[config.mk]
export PLATFORM = sky130hd
export DESIGN_NAME = lpci_div_cell
export DESIGN_NICKNAME = d
export VERILOG_FILES = /design/src/rtl/lpci_pkg.sv /design/src/rtl/lpci_div_cell.sv
export SDC_FILE = /design/constraint.sdc
export NUM_CORES = 1
export LEC_CHECK = 0
export ABC_AREA = 1
export CAP_MARGIN = 20
export CORE_MARGIN = 3
export CORE_UTILIZATION = 30
export CTS_BUF_LIST = sky130_fd_sc_hd__clkbuf_4 sky130_fd_sc_hd__clkbuf_8
export CTS_CLUSTER_DIAMETER = 30
export DETAILED_ROUTE_END_ITERATION = 12
export DONT_BUFFER_PORTS = 1
export PLACE_DENSITY = 0.49
export SLEW_MARGIN = 10
export SYNTH_ARGS = -nofsm -noshare
export SYNTH_HDL_FRONTEND = slang
export SYNTH_SLANG_ARGS = --single-unit
[constraint.sdc]
create_clock -name clock -period 14.2 [get_ports clock]
set_clock_uncertainty 0.1 [all_clocks]
set_input_delay 2.13 -clock clock [delete_from_list [all_inputs] [get_ports clock]]
set_output_delay 2.13 -clock clock [all_outputs]
set_load 0.01 [all_outputs]
[src/rtl/lpci_pkg.sv]
// lpci_pkg: widths, relation codes and pipeline structs for the line pair
// classify and intersect block
// no dependencies

package lpci_pkg;

   localparam int CW    = 16;               // input coordinate width
   localparam int FRAC  = 16;               // fraction bits of the crossing point
   localparam int QW    = 48;               // output coordinate width
   localparam int DW    = CW + 1;           // direction and offset vectors
   localparam int PRW   = 2 * DW;           // 17x17 products
   localparam int PW    = PRW + 1;          // cross products (den, tn)
   localparam int NUMW  = CW + PW + 2;      // crossing numerator
   localparam int NSW   = NUMW + FRAC + 1;  // scaled numerator with rounding term
   localparam int DDW   = PW + 1;           // doubled divisor
   localparam int DIVW  = DDW + QW;         // divider remainder width
   localparam int NCELL = QW;               // one quotient bit per cell

   typedef enum logic [1:0] {
      REL_COINCIDE  = 2'd0,
      REL_PARALLEL  = 2'd1,
      REL_INTERSECT = 2'd2
   } rel_type;

   typedef struct packed {
      rel_type relation;
      logic    perp;
      logic    isect;
      logic    degen;
      logic    negx;
      logic    negy;
      logic    ovfx;
      logic    ovfy;
   } meta_type;

   typedef struct packed {
      meta_type          meta;
      logic [DIVW-1:0]   rx;
      logic [DIVW-1:0]   ry;
      logic [DIVW-1:0]   ds;
      logic [QW-1:0]     qx;
      logic [QW-1:0]     qy;
   } div_type;

endpackage

[src/rtl/lpci_div_cell.sv]
// lpci_div_cell: one restoring division step for both coordinates, with its
// own valid/ready stage; depends on lpci_pkg

module lpci_div_cell (
   input  logic               clock,
   input  logic               reset,
   input  logic               in_valid,
   input  lpci_pkg::div_type  in_data,
   output logic               in_ready,
   output logic               out_valid,
   output lpci_pkg::div_type  out_data,
   input  logic               out_ready
);

   logic              valid_ff;
   lpci_pkg::div_type data_ff, data_in;
   logic [lpci_pkg::DIVW:0] tx, ty;

   assign in_ready  = !valid_ff || out_ready;
   assign out_valid = valid_ff;
   assign out_data  = data_ff;

   always_comb begin
      tx      = {1'b0, in_data.rx} - {1'b0, in_data.ds};
      ty      = {1'b0, in_data.ry} - {1'b0, in_data.ds};
      data_in = in_data;
      data_in.ds = in_data.ds >> 1;
      data_in.qx = {in_data.qx[lpci_pkg::QW-2:0], !tx[lpci_pkg::DIVW]};
      data_in.qy = {in_data.qy[lpci_pkg::QW-2:0], !ty[lpci_pkg::DIVW]};
      if (!tx[lpci_pkg::DIVW]) begin
         data_in.rx = tx[lpci_pkg::DIVW-1:0];
      end
      if (!ty[lpci_pkg::DIVW]) begin
         data_in.ry = ty[lpci_pkg::DIVW-1:0];
      end
   end

   always_ff @(posedge clock) begin
      if (reset) begin
         valid_ff <= 1'b0;
      end else if (in_ready) begin
         valid_ff <= in_valid;
      end
   end

   always_ff @(posedge clock) begin
      if (in_ready) begin
         data_ff <= data_in;
      end
   end

endmodule

Yosys cells after proc, flatten, opt, wreduce, memory -nomap -nowiden
Index checks and enable logic that the tools add are counted.

word-level totals
  flip-flop bits (word level) = 357
  input port bits = 361

operators by class
  reductions and logical operators = 4
  add/sub/neg operators = 2
  mux-type cells = 2

operators with widths
  kind              number
  $sub 84x84->85    2
  $mux 84           2
  $logic_not 1->1   3
  $logic_or 1x1->1  1

Logic depth before layout (Yosys ltp)
Gate-level depths: netlist (run 1).

  depth in word-level cells = 2
  depth in mapped cells = 18
  depth with buffers taken out = 17

Worst setup path before layout (run 1)
No wires, ideal clock.

  path type = input to output
  from = input port out_ready
  to = output port in_ready
  arrival = 9.718 ns
  stages on the path = 2
  slack = 2.252 ns
  path through = inv_1 nand2_1

on the way
  word-level cells in the longest chain between the ends = 1

ends and longest elaborated chain
  element           line                 source
  from (decl)       lpci_div_cell.sv:12  input logic out_ready
  $logic_or 1x1->1  lpci_div_cell.sv:19  assign in_ready = !valid_ff || out_ready;
  to (decl)         lpci_div_cell.sv:9   output logic in_ready,

No other way between the ends.

==> results of run 1 <==
==> layout make-up <==
class	count	area (um^2)
fillers	10661	64000
repair buffers	13	97.6
flip-flops and latches	357	10700
clock buffers	93	1230
diodes	10	25.0
clock inverters	59	831
inverters	1003	3760
multi-input cells	3017	14600
well taps	1276	1600
==> placed cells by master, fill, tap and decap left out, types with 2 or more instances in the layout <==
master	n
and2_1	3
nor3_4	2
o21bai_1	30
nand3b_1	20
clkinv_4	11
nor2_1	376
nand3_1	213
nand2_2	3
o21ai_0	88
clkinv_2	6
nor2_2	16
diode_2	10
clkinvlp_4	11
clkbuf_8	85
or2_0	2
inv_1	985
buf_4	13
ha_1	168
bufinv_16	18
clkbuf_4	8
edfxtp_1	356
inv_8	2
o21ai_1	41
nand2_1	1657
xor2_1	94
a21oi_1	156
nor3_1	40
o21a_1	2
nor2_4	2
nand3_4	4
nand4_1	78
a21oi_4	2
inv_2	18
nor4_1	7
xnor2_1	6
fa_1	2
a21o_1	2
clkinv_1	9
==> worst max-delay path, stage by stage <==
cell and delay (ns):
inv_1 0.16, ha_1 0.46, nand2_1 0.14, nor2_1 0.17, inv_1 0.11, nor2_2 0.13, nand2_1 0.17, nor2_2 0.23
nand3_4 0.43, nand3_4 0.23, buf_4 0.51, buf_4 0.78, o21ai_0 0.36
==> registers in the layout, summed over array words and instances (netlist names) <==
| signal | count |
|---|---|
| out_valid | 1 |
| out_data | 356 |
==> stage by stage <==
stage	cell area [um^2]	cells	power, mW	utilization [%]	hold slack, ns
floorplan	29400	4424	2.06	-	2.10
detailed placement	30800	5666	2.38	31.8	1.09
CTS	32800	5818	3.87	33.9	1.11
global route	32800	5819	4.04	33.9	1.15
finish	32900	5828	3.83	33.9	1.08
global placement	30800	5666	2.38	31.8	1.09
==> power by group through the flow <==
stage,clock network [mW],registers (mW),logic [mW]
3_5_place_dp,0,1.50,0.873
6_report,1.47,1.48,0.883
5_1_grt,1.56,1.49,0.986
4_1_cts,1.51,1.49,0.878
3_3_place_gp,0,1.51,0.871
2_1_floorplan,0,1.46,0.599
==> synthesized netlist by cell type (all sizes together) <==
| cell type | count | share of area [%] |
|---|---|---|
| nand2 | 1661 | 21 |
| xor2 | 94 | 2.8 |
| and2 | 3 | 0.064 |
| or2 | 2 | 0.043 |
| nor4 | 7 | 0.15 |
| o21bai | 30 | 0.77 |
| nor2 | 394 | 5.2 |
| inv | 1003 | 13 |
| dfxtp | 1 | 0.068 |
| o21ai | 129 | 2.2 |
| conb | 1 | 0.013 |
| a21oi | 158 | 2.8 |
| ha | 168 | 7.2 |
| xnor2 | 6 | 0.18 |
| nand3 | 218 | 3.9 |
| nand4 | 78 | 1.7 |
| a21o | 2 | 0.051 |
| o21a | 2 | 0.051 |
| nand3b | 20 | 0.51 |
| nor3 | 42 | 0.79 |
| fa | 2 | 0.14 |
| buf | 25 | 0.75 |
| clkbuf | 22 | 0.28 |
| edfxtp | 356 | 36 |
==> kinds of logic after synthesis <==
| logic type | after synthesis | synth area share [%] |
|---|---|---|
| AND/OR/NAND/NOR | 2425 | 33.6 |
| flip-flops | 357 | 36.5 |
| buffers and inverters | 1050 | 13.8 |
| AO/OA/AOI/OAI | 321 | 5.83 |
| XOR/XNOR | 100 | 2.98 |
| other | 1 | 0.0128 |
| adder cells (fa/ha/maj) | 170 | 7.29 |
==> metal layers <==
layer  global-route usage, %  vias to the layer above  part of all wire (%)
met4                    9.45                        8                   3.7
met3                    5.51                      196                   7.1
met2                    46.5                      997                    49
met5                       0                        -                 0.032
li1                        -                    13807                     -
met1                    30.8                    13121                    40
==> worst paths after layout <==
check                   to  slack (ns)    startpoint
min           out_data[89]        1.08     out_valid
max reg2reg  out_data[196]       10.15     out_valid
min reg2reg   out_data[89]        1.08     out_valid
max          out_data[210]        8.30  in_data[149]
==> metrics.md, run 1 <==
| Metric | Value |
|---|---|
| Status | `finished clean` |
| Final nets | `5007` |
| Post-Syn Area | `29400 um^2` |
| Drt pass-1 iters | `6` |
| Power share of the sequential group | `38.6%` |
| LEAKAGE | `17.3 nW` |
| Crit Path Class | `primary input to flop` |
| Clock latency on the worst-skew pair | `around 0.70 ns` |
| Mean post-synth cell area | `between 6 and 7 um^2` |
| Crit path max fanout | `79` |
| Yosys warnings | `0` |
| R2R depth | `4` |
| Final Worst Setup Slack | `8.30 ns` |
| CTS root buf | `clkbuf_8` |
| Slew @ Worst Pin | `1.02 ns` |
| Reg clk slew, reported paths | `approximately 0.060 ns` |
| Initial core utilization | `30.3%` |
| First-pass GRT wire length | `about 190 mm` |
| Post-CTS Setup Inserts | `0` |
| Largest net degree at the start of global routing | `80` |
| Fmax | `approximately 170 MHz` |
| Post-CTS resize count | `0` |
| CTS tree | `built` |
| Rows | `roughly 110` |
| H-tree depth | `3` |
| Pint | `about 2.5 mW` |
| DRT iter0 DRCs | `between 2000 and 2500` |
| Vias/cell | `between 4 and 5` |
| Post-Route Setup TNS | `0 ns` |
| Clk pwr share | `around two fifths` |
| Slew margin rel. | `a little under a third` |
| Post-Synthesis Cells | `between 4000 and 5000` |
| Syn nets | `approximately 5000` |
| Gr usage total | `a little over a quarter` |
| Unrepaired setup endpoints after global routing | `no` |
| Total Wirelength | `between 100 and 150 mm` |
| Hold-fix buffers, CTS | `0` |
| Comb pwr share | `between 20 and 25%` |
| Vias after detailed routing | `roughly 28000` |
| Sw power | `between 1 and 1.5 mW` |
| Post-DR wirelength/cell | `roughly 24 um` |
| IO Pins | `approximately 700` |
| GRT overflow | `0` |
| Core area | `about 97000 um^2` |
| CTS Sinks | `between 300 and 400` |
| Placer Congestion | `a little under 1` |
| CP Data Required Time | `~14 ns` |
| Max-slew violations | `0` |
| Antenna viol nets, final | `0` |
| Initial antenna violation count | `22` |
| P per Cell Area | `roughly 120 nW/um^2` |
| Worst VDD drop | `around 0.000067 V` |
| IO buf count | `0` |
| CTS Buf Count | `between 80 and 90` |
| Seq cells post-synth | `357` |
| Pre-CTS setup slack | `7.61 ns` |
| Drt drc | `0` |
| Crit path DAT | `approximately 6.2 ns` |
| Max_cap viols | `0` |
| Area delta synth->final | `11.9%` |
| Hold Path Depth | `1` |
| Final setup viols | `0` |
| Period minus WS final | `5.90 ns` |
| Die Wd | `between 300 and 400 um` |
| Switching share of power | `between 30 and 40%` |
| Crit. End Element | `flop` |
| Bufs on Longest Clock Path | `3` |
| Layout cell share with drive strength beyond 1 | `around 4.5%` |
| Die span in y | `between 300 and 400 um` |
| Register area share after synthesis | `a little over a third` |
| Fin. Hold Viols | `0` |
| CP Launch Type | `primary input` |
| Post-synth cell types | `36` |
| Dpl hpwl | `between 100 and 150 mm` |
| Hold crit path type | `flop to flop` |
| Final period util | `between 40% and 50%` |
| DIE AREA | `around 100000 um^2` |
| Vias in the first global route | `approximately 27000` |
Power figures use the tool's default switching activity.
==> run 2, diff against run 1 <==
--- a/config.mk
+++ b/config.mk
@@ -5,7 +5,7 @@
 export SDC_FILE = /design/constraint.sdc
 export NUM_CORES = 1
 export LEC_CHECK = 0
-export ABC_AREA = 1
+export ABC_AREA = 0
 export CAP_MARGIN = 20
 export CORE_MARGIN = 3
 export CORE_UTILIZATION = 30
@@ -13,7 +13,7 @@
 export CTS_CLUSTER_DIAMETER = 30
 export DETAILED_ROUTE_END_ITERATION = 12
 export DONT_BUFFER_PORTS = 1
-export PLACE_DENSITY = 0.49
+export PLACE_DENSITY = 0.5
 export SLEW_MARGIN = 10
 export SYNTH_ARGS = -nofsm -noshare
 export SYNTH_HDL_FRONTEND = slang
==> constraint.sdc (replaced) <==
create_clock -name clock -period 5 [get_ports clock]
set_clock_uncertainty 0.1 [all_clocks]
set_input_delay 0.75 -clock clock [delete_from_list [all_inputs] [get_ports clock]]
set_output_delay 0.75 -clock clock [all_outputs]
set_load 0.01 [all_outputs]
==> metrics.md, run 2 <==
| Metric | Value |
|---|---|
| Status | `finished clean` |
| Final instance area | `between 20000 and 30000 um^2` |
| Fin. Hold Viols | `0` |
| Hold crit path type | `primary input to flop` |
| Fmax | `234 MHz` |
| Bufs on Longest Clock Path | `3` |
| Post-Synthesis Cells | `roughly 2400` |
| IO Pins | `slightly above 700` |
| Yosys top cell by area | `edfxtp_1` |
| P per Cell Area | `between 300 and 400 nW/um^2` |
| CTS root buf | `clkbuf_8` |
| Drt pass-1 iters | `5` |
| Most frequent cells in the layout | `edfxtp_1 (356), a21oi_1 (273), nand2_1 (261)` |
| Drt drc | `0` |
| Crit path DAT | `roughly 4.6 ns` |
| Post-Syn Area | `about 23000 um^2` |
| Rows | `100` |
| RR Endpoint | `out_valid` |
| Synth Area in Compound Gates | `between 20% and 30%` |
| Worst VDD drop | `approximately 0.00020 V` |
| Register area share after synthesis | `between 40% and 50%` |
| CP Data Required Time | `5.30 ns` |
| Ys flop type | `edfxtp_1` |
| Area delta synth->final | `21.4%` |
| Yosys warnings | `0` |
| CTS Sinks | `357` |
| Largest net degree at the start of global routing | `between 100 and 150` |
| CTS tree | `built` |
| DIE AREA | `about 80000 um^2` |
| First-pass GRT wire length | `around 120 mm` |
| Slew @ Worst Pin | `roughly 1 ns` |
| Commonest cells post-synth | `edfxtp_1 (356), a21oi_1 (273), nand2_1 (261), o21ai_0 (198), nor2_1 (172)` |
| Commonest non-fill, non-tap cell in the layout | `edfxtp_1` |
| Max reg flops | `between 300 and 400` |
| Crit path max fanout | `22` |
| Worst-path cell chain | `inv_1 -> ha_1 -> fa_1 -> nand2b_1 -> a21oi_1 -> o21a_1 -> o211ai_1 -> a211o_1 -> a2111oi_2 -> buf_4 -> o311ai_1 -> o211ai_1 -> o21ai_4 -> buf_12 -> o21ai_0` |
| Dpl hpwl | `around 71 mm` |
| Die span in y | `roughly 280 um` |
| FF-to-FF Start | `out_valid` |
| Yosys top cell area share | `around 47%` |
| CTS Buf Count | `between 80 and 90` |
| Post-synth cell types | `just under 80` |
| Hold Path Depth | `0` |
| H-tree depth | `3` |
| Placer Congestion | `between 0.9 and 1` |
| DRT iter0 DRCs | `between 1000 and 1500` |
| Die Wd | `about 280 um` |
| Post-DR wirelength/cell | `about 25 um` |
| Initial antenna violation count | `1` |
| Cell Area, Placed | `approximately 24000 um^2` |
| Syn nets | `2882` |
| Pre-CTS setup slack | `just under 0.1 ns` |
| Vias in the first global route | `approximately 19000` |
| Number of synthesized flops with an enable pin | `between 300 and 400` |
| Period minus WS final | `around 4.3 ns` |
| CP Launch Type | `primary input` |
| Setup slack, reg-to-reg | `between 2 and 3 ns` |
| Synth area leaders | `edfxtp_1 (47%), ha_1 (9.2%), a21oi_1 (6.0%)` |
| Crit. End Element | `flop` |
| Final Instance Count excl. Fillers | `about 3600` |
| Vias/cell | `between 5 and 6` |
| LEAKAGE | `about 11 nW` |
| Seq cells post-synth | `about 360` |
| Slew margin rel. | `a little over a third` |
| Hold_ws | `roughly 0.075 ns` |
| Post-Route Setup TNS | `0 ns` |
| Antenna viol nets, final | `0` |
| Reg clk slew, reported paths | `approximately 0.060 ns` |
| Unrepaired setup endpoints after global routing | `no` |
| Count leader, synth | `edfxtp_1` |
| Final nets | `about 3100` |
| Vias after detailed routing | `19134` |
| Crit path max-delay cell type | `o21ai_0` |
| IO buf count | `0` |
| Final Worst Setup Slack | `approximately 0.73 ns` |
| Main combinational cell family by area after synthesis | `compound AO/OA/AOI/OAI gates` |
| Max-slew violations | `0` |
| Ys async rst share | `0%` |
| Post-synthesis mux area share | `less than 1%` |
| Clock latency on the worst-skew pair | `approximately 0.70 ns` |
| Total Wirelength | `88.4 mm` |
| R2R depth | `4` |
| Final period util | `between 80% and 90%` |
| Post-CTS Setup Inserts | `0` |
| Most used cell, CP | `o211ai_1` |
| Max_cap viols | `0` |
| Design Power | `~10 mW` |
| Crit Path Class | `primary input to flop` |
| Mean post-synth cell area | `9.73 um^2` |
| Hold_sp | `in_data[108]` |
| Post-Synth XOR/XNOR Area | `~6%` |
| Final setup viols | `0` |
| Placed Instances | `about 3300` |
| Initial core utilization | `roughly 30%` |
| Adder-cell area share of the yosys netlist | `9.36%` |
| Core area | `approximately 75000 um^2` |
| Final core occ | `between 30 and 40%` |
| Gr usage total | `21.0%` |
| GRT overflow | `0` |
| Simple-gate share of the synthesized area | `~12%` |
| Layout cell share with drive strength beyond 1 | `9.73%` |
| Crit-path max cell delay | `0.47 ns` |
| Post-CTS resize count | `0` |
| Worst Hold Path EP | `out_data[107]` |
==> run 2: worst max path at each step <==
| stage | startpoint | to | depth (start not counted) |
|---|---|---|---|
| 2_1_floorplan | in_data[264] | out_data[299] | 17 |
| 3_3_place_gp | in_data[180] | out_data[217] | 17 |
| 3_5_place_dp | in_data[180] | out_data[250] | 16 |
| 4_1_cts | in_data[180] | out_data[250] | 16 |
| 5_1_grt | in_data[180] | out_data[250] | 16 |
| 6_report | in_data[264] | out_data[325] | 15 |
==> run 2: cell families after synthesis <==
kind of cell               after synthesis
and+or+nand+nor                        639
buffers and inverters                  251
adders and majority gates              170
xor gates and xnor gates               154
muxes                                    6
DFF                                    357
AOI/OAI and AO/OA                      773
other                                    1
==> run 2: report_power, final <==
part | internal, mW | total (mW) | switching, mW
logic | 0.835 | 2.12 | 1.29
clock network | 2.18 | 3.83 | 1.65
registers | 3.77 | 4.19 | 0.420
==> run 2: cell type report <==
cell class,instances,area [um^2]
fillers,7475,47200
multi-input cells,1743,11200
flip-flops and latches,357,10700
repair buffers,230,2220
clock buffers,97,1280
well taps,969,1210
clock inverters,66,668
inverters,138,520
diodes,1,2.50
==> run 2: what timing repair did <==
| action | CTS | global route |
|---|---|---|
| setup endpoints to repair | 0 | 0 |
| hold endpoints to repair | 154 | 1 |
| hold buffers | 155 | 1 |
==> run 2: per-layer routing <==
layer	GRT usage (%)	wire, um	part of all wire, %	vias up
met3	7.21	7820	8.8	127
met1	24.7	34800	39	9130
met2	36.4	43500	49	758
met4	6.03	2290	2.6	0
li1	-	-	-	9119
met5	0	0	0	-
==> run 2: critical path: cells and delay by family <==
family	cells	cell delay, ns
adder cells (fa/ha/maj)	2	0.65
AO/OA/AOI/OAI	9	2.52
AND/OR/NAND/NOR	1	0.20
buffers and inverters	3	0.43
